<file path="config.mk">
export PLATFORM = sky130hd
export DESIGN_NAME = pdc_day_count
export DESIGN_NICKNAME = d
export VERILOG_FILES = /design/src/design/pdc_pkg.sv /design/src/design/pdc_day_count.sv
export SDC_FILE = /design/constraint.sdc
export NUM_CORES = 1
export LEC_CHECK = 0
export ABC_AREA = 1
export ABC_CLOCK_PERIOD_IN_PS = 9100
export BUFFER_PORTS_ARGS = -buffer_cell sky130_fd_sc_hd__buf_4
export CAP_MARGIN = 20
export CORE_MARGIN = 2
export CORE_UTILIZATION = 57
export DETAILED_ROUTE_END_ITERATION = 10
export PLACE_DENSITY = 0.92
export SYNTH_ARGS = -nofsm -noshare
export SYNTH_HDL_FRONTEND = slang
export SYNTH_SLANG_ARGS = --single-unit
</file>
<file path="constraint.sdc">
create_clock -name vclk -period 9.1
set_input_delay 0.91 -clock vclk [all_inputs]
set_output_delay 0.91 -clock vclk [all_outputs]
set_load 0.02 [all_outputs]
</file>
<file path="src/design/pdc_pkg.sv">
// ----------------------------------------------------------------------------
// pdc_pkg: shared types, constants and calendar tables
// Port widths, reciprocal constants for the decimal split, the record types
// passed between pipeline stages and the month tables of a common year.
// ----------------------------------------------------------------------------
package pdc_pkg;

    // Stream widths, each field packed from bit 0 and padded to whole bytes
    localparam int S_TDATA_W = 32;
    localparam int M_TDATA_W = 56;
    localparam int PACKED_W  = 27;

    // Highest packed value that still reads as DDMMYYYY
    localparam logic [PACKED_W-1:0] PACKED_MAX = 27'd99999999;

    // Reciprocals: floor(p / d) == (p * ceil(2^k / d)) >> k for p <= PACKED_MAX
    localparam int                DIV100_SHIFT = 34;
    localparam logic [27:0]       DIV100_MUL   = 28'd171798692;
    localparam int                DIV1E4_SHIFT = 40;
    localparam logic [27:0]       DIV1E4_MUL   = 28'd109951163;
    localparam int                DIV1E6_SHIFT = 47;
    localparam logic [27:0]       DIV1E6_MUL   = 28'd140737489;
    localparam int                PROD_W       = PACKED_W + 28;

    // Calendar constants
    localparam logic [6:0]  MONTH_FEB      = 7'd2;
    localparam logic [6:0]  MONTH_DEC      = 7'd12;
    localparam logic [21:0] DAYS_PER_CENT  = 22'd36524;
    localparam logic [21:0] DAYS_PER_YEAR  = 22'd365;
    localparam logic [6:0]  LAST_YEAR_LO   = 7'd99;

    // Decimal digit pairs of one date
    typedef struct packed {
        logic       above;    // packed value has no DDMMYYYY reading
        logic [6:0] day;
        logic [6:0] month;
        logic [6:0] year_hi;  // century digits
        logic [6:0] year_lo;  // year within the century
    } t_digits;

    // One result item
    typedef struct packed {
        logic        date_valid;
        logic [6:0]  day_of_month;
        logic [6:0]  month_number;
        logic [13:0] year_number;
        logic [21:0] day_number;
    } t_result;

    // Days in the months before month m of a common year
    function automatic logic [8:0] days_before_month(input logic [6:0] m);
        logic [8:0] d;
        case (m)
            7'd1:    d = 9'd0;
            7'd2:    d = 9'd31;
            7'd3:    d = 9'd59;
            7'd4:    d = 9'd90;
            7'd5:    d = 9'd120;
            7'd6:    d = 9'd151;
            7'd7:    d = 9'd181;
            7'd8:    d = 9'd212;
            7'd9:    d = 9'd243;
            7'd10:   d = 9'd273;
            7'd11:   d = 9'd304;
            7'd12:   d = 9'd334;
            default: d = 9'd0;
        endcase
        return d;
    endfunction

    // Length of month m, with February stretched in a leap year
    function automatic logic [4:0] month_length(input logic [6:0] m, input logic leap);
        logic [4:0] n;
        case (m)
            7'd1, 7'd3, 7'd5, 7'd7, 7'd8, 7'd10, 7'd12: n = 5'd31;
            7'd4, 7'd6, 7'd9, 7'd11:                     n = 5'd30;
            7'd2:    n = leap ? 5'd29 : 5'd28;
            default: n = 5'd0;
        endcase
        return n;
    endfunction

endpackage

</file>
<file path="src/design/pdc_day_count.sv">
// ----------------------------------------------------------------------------
// pdc_day_count: date check and day count from decimal digit pairs
// Decides validity under the Gregorian leap rule and counts days from
// 01.01.0001 (day 1). Purely combinational; the caller registers the result.
// ----------------------------------------------------------------------------
module pdc_day_count (
    input  pdc_pkg::t_digits i_digits,
    output pdc_pkg::t_result o_result
);
    import pdc_pkg::*;

    logic        w_leap;
    logic        w_year_zero;
    logic        w_ok;
    logic [6:0]  w_cent;      // full centuries before the year
    logic [6:0]  w_rest;      // years past those centuries before the year
    logic [4:0]  w_limit;
    logic [13:0] w_year;
    logic [21:0] w_total;

    // Leap: divisible by 4 but not 100, or by 400
    assign w_leap = (i_digits.year_lo != 7'd0) ? (i_digits.year_lo[1:0] == 2'd0)
                                               : (i_digits.year_hi[1:0] == 2'd0);
    assign w_year_zero = (i_digits.year_hi == 7'd0) && (i_digits.year_lo == 7'd0);

    // Range and month-length check
    assign w_limit = month_length(i_digits.month, w_leap);
    assign w_ok    = !i_digits.above && !w_year_zero
                   && (i_digits.month != 7'd0) && (i_digits.month <= MONTH_DEC)
                   && (i_digits.day != 7'd0)
                   && (i_digits.day <= {2'b00, w_limit});

    // Split year-1 into centuries and remainder
    assign w_cent = (i_digits.year_lo == 7'd0) ? (i_digits.year_hi - 7'd1) : i_digits.year_hi;
    assign w_rest = (i_digits.year_lo == 7'd0) ? LAST_YEAR_LO : (i_digits.year_lo - 7'd1);

    // 365*y1 + y1/4 - y1/100 + y1/400 folded onto centuries and remainder
    assign w_total = 22'(w_cent) * DAYS_PER_CENT + 22'(w_cent[6:2])
                   + 22'(w_rest) * DAYS_PER_YEAR + 22'(w_rest[6:2])
                   + 22'(days_before_month(i_digits.month))
                   + 22'(w_leap && (i_digits.month > MONTH_FEB))
                   + 22'(i_digits.day);

    assign w_year = 14'(i_digits.year_hi) * 14'd100 + 14'(i_digits.year_lo);

    // Zero everything for an out-of-range packed value
    always_comb begin
        if (i_digits.above) begin
            o_result = '0;
        end else begin
            o_result.date_valid   = w_ok;
            o_result.day_of_month = i_digits.day;
            o_result.month_number = i_digits.month;
            o_result.year_number  = w_year;
            o_result.day_number   = w_ok ? w_total : 22'd0;
        end
    end

endmodule

</file>
==> After elaboration in Yosys (flattened, before gate mapping) <==
Memories as Yosys holds them, arrays and structs flattened.
Index checks and enable logic that the tools add are counted.
{ "totals": {"ff_bits": 0, "rom_bits": 144, "in_bits": 29, "output_inout_bits": 51, "memories": 1} }
{ "classes": {"add_sub_neg": 9, "n_mul": 3, "order_cmp": 3, "eq_ne": 12, "mux": 8, "n_reduce_logical": 19} }
{ "mem_list": {"columns": ["memory", "depth", "width", "rd", "rd_clocked_by_memory_dff", "write_ports", "line", "text"], "rows": [
  ["(no name shown)", 16, 9, 1, 0, 0, "pdc_pkg.sv:53", "case (m)"]
]} }
{ "op_table": {"columns": ["cell", "count"], "rows": [
  ["$mux 51", 1],
  ["$add 22x5->22", 2],
  ["$eq 7x4->1 const B", 5],
  ["$eq 7x3->1 const B", 4],
  ["$add 22x1->22", 1],
  ["$add 22x16->22", 1],
  ["$add 22x7->22", 1],
  ["$add 22x9->22", 1],
  ["$mux 22", 1],
  ["$reduce_bool 7->1", 3],
  ["$mul 7x14->20 const B", 1],
  ["$mul 7x9->16 const B", 1],
  ["$pmux 5 s3", 1],
  ["$add 14x7->14", 1],
  ["$eq 7x2->1 const B", 2],
  ["$logic_not 7->1", 2],
  ["$mux 7", 2],
  ["$sub 7x1->7 const B", 2],
  ["$mul 7x5->12 const B", 1],
  ["$mux 9", 1],
  ["$eq 7x1->1 const B", 1],
  ["$gt 7x2->1 const B", 1],
  ["$le 7x4->1 const B", 1],
  ["$le 7x5->1", 1],
  ["other kinds (7)", 16]
]} }

==> Depth between registers and ports, before layout <==
{ "depth": {"depth_word": 11, "depth_mapped": 42} }

==> Least setup slack after synthesis <==
No wires, ideal clock.
{ "synth_timing": {"kind": "input to output", "start": "in i_digits[0] (netlist name)", "end": "out o_result[16] (netlist name)", "arrival_time_ns": 8.086, "required_ns": 8.190, "setup_slack_ns": 0.104, "stages": 36, "n_path_buf": 0, "cell_sequence": "inv_1 -> ha_1 -> nand2_2 -> nor2_8 -> nand2_4 -> xor2_1 -> ha_1 -> ha_1 -> inv_1 -> fa_1 -> fa_1 -> inv_1 -> ha_1 -> nand2_1 -> nand2_1 -> nor2_1 -> xor2_1 -> inv_1 -> fa_1 -> inv_1 -> fa_1 -> fa_1 -> inv_1 -> fa_1 -> ha_1 -> ha_1 -> nand2_1 -> inv_1 -> nand3b_1 -> nand2_1 -> inv_1 -> o21bai_1 -> nand2_1 -> a21oi_1 -> nor2_1 -> nor2_1"} }
{ "synth_rtl": {"columns": ["element", "line", "text"], "rows": [
  ["start: declaration", "pdc_day_count.sv:7", "input pdc_pkg::t_digits i_digits,"],
  ["end: declaration", "pdc_day_count.sv:8", "output pdc_pkg::t_result o_result"]
]} }

==> flow_summary.toml <==
[status]
status = "finished, final reports clean"

[floorplanning]
io_pins = 80
die_w_um = 111.5
die_h_um = 111.5
dieArea_sq_um = 12420
core_area_sq_um = 11320
fp-row-count = 39
start_util = 0.5815

[sta]
tns_ns = 0
setup_viol = 0
fmax_mhz = 110.9
period_minus_slack_ns = 9.021
max_slew_margin = 0.2868
drv_slew = 0
finalHoldViolCount = 0
finalCritPeriodShare = 0.9913
worstMarginPinSlew_ns = 1.043

[global_routing]
grt_max_degree = 22
grt_first_pass_wirelength_um = 29570
antenna_found_initial = 0
grt_pass1_vias = 6401
overflow = 0
grt_usage = 0.2874

[critical_path]
start_kind = "input port"
crit_path_end_kind = "output pin"
cp_slowest_stage_delay_ns = 0.59
path_max_fanout = 5
critPathKind = "input port to output pin"
cp-startpoint = "i_digits[9]"
cp_slowest_cell = "fa_1"
required_ns = 8.19
worstSetupEndpoint = "o_result[21]"
worstPathArrival_ns = 8.11

[finish]
clkbuf_count = 0
drive_above_1_share = 0.1882
syn_to_final_growth_pct = 20.28
diodes = 0
layout.nets = 1298
layout_commonest_cell = "inv_1"
layout_common_cells = "inv_1 (225), nand2_1 (145), ha_1 (142)"
register_area_sq_um = 0
design_area_sq_um = 7918
design.seq.count = 0
fillers = 831
fin_cells = 1179

[detailed_routing]
postRouteAntennaNets = 0
first_iter_violations = 604
wl_per_cell_um = 16.89
vias_per_cell = 5.659
drt-total-wl_um = 19910
num_vias = 6672
drt_first_pass_iters = 6
drc_errors = 0

[hold_path]
hp-class = "input port to output pin"
hp-start = "i_digits[19]"

[synth]
yosys.cell_types.count = 44
yosysSeqAreaShare = 0
synthCells = 926
synth.area.top_cells = "ha_1 (30%), fa_1 (22%), inv_1 (14%), nand2_1 (9.0%), nor2_1 (5.0%)"
yosysTopAreaCellShare = 0.3003
synth_area_sq_um = 6583
syn_avg_cell_area_sq_um = 7.109
synth.largest_area_cell = "ha_1"
ys_warn_count = 0
syn_nets = 1186

[clocking]
holdBufCountCts = 0

[place]
port_buffers = 80
gp_congestion = 1.016
hpwl_um = 15300
dp_cells = 1171
placed_area_sq_um = 7533

[flow_run]
drv_cap = 0
-- Yosys cell counts (3+ instances only) --
| cell type | instances |
|---|---|
| inv_1 | 241 |
| ha_1 | 158 |
| nand2_1 | 157 |
| nor2_1 | 88 |
| fa_1 | 73 |
| a21oi_1 | 57 |
| o21ai_0 | 28 |
| nand3_1 | 20 |
| xor2_1 | 19 |
| nor3_1 | 13 |
| xnor2_1 | 5 |
| a21o_1 | 4 |
| nand2_2 | 4 |
| nand3b_1 | 4 |
| nand4_1 | 4 |
| o21a_1 | 4 |
| a31oi_1 | 3 |
| nand2_4 | 3 |
| o211ai_1 | 3 |
| o21ai_1 | 3 |
| o21bai_1 | 3 |
| o31ai_1 | 3 |
-- logic make-up (layout without fill, tap and decap cells) --
logic type      count (synthesis)  in the layout  synth area share
compound gates                119            119            0.1025
xor+xnor                       25             25           0.03612
fa+ha+maj                     231            231            0.5223
buf+inv                       248            358            0.1427
simple gates                  303            303            0.1964
-- worst min path at each step --
stage,endpoint,slack [ns],depth (start not counted)
after detailed placement,o_result[41],2.15,4
after CTS,o_result[41],2.15,4
after global routing,o_result[41],2.18,4
after floorplan,o_result[41],1.94,2
after global placement,o_result[42],2.14,4
final,o_result[41],2.15,4
-- per-layer routing --
metal | vias to the layer above | part of all wire | global-route usage
met5 | - | 0 | 0
met4 | 0 | 0.053 | 0.08395
met1 | 3127 | 0.38 | 0.3667
met2 | 347 | 0.49 | 0.5187
met3 | 94 | 0.077 | 0.02667
li1 | 3104 | - | -
-- per-stage QoR --
step / hold WS [ns] / util / setup WS, ns
final: 2.145 / 0.6994 / 0.07936
after CTS: 2.150 / 0.6723 / 0.004778
after floorplan: 1.935 / - / 0.1041
after global routing: 2.178 / 0.6994 / -0.2405
after detailed placement: 2.150 / 0.6655 / -0.1104
after global placement: 2.144 / 0.6655 / 0.03681
-- worst max-delay path: cells and delay by family --
family / cells / cell delay, ns
buf+inv: 10 / 0.72
compound gates: 1 / 0.26
fa+ha+maj: 12 / 4.39
simple gates: 15 / 1.43
xor+xnor: 2 / 0.37
-- cell type report --
| type | instances | area, sq um | area share |
|---|---|---|---|
| Inverter | 244 | 923.4 | 0.1166 |
| Multi-Input combinational cell | 678 | 5944 | 0.7508 |
| Tap cell | 143 | 178.9 | 0.02260 |
| Timing Repair Buffer | 114 | 870.8 | 0.1100 |
-- what timing repair did --
| item | in CTS | in global routing |
|---|---|---|
| endpoints found under the setup margin | 9 | 13 |
| gates resized for setup | 11 | 72 |
| buffers inserted | 1 | 7 |
| pin swaps | 6 | 46 |
| hold endpoints to repair | 0 | 0 |
Power is left out: the tool's default activity adds up to more than one toggle a clock period on the data nets, which glitch-free logic cannot reach.
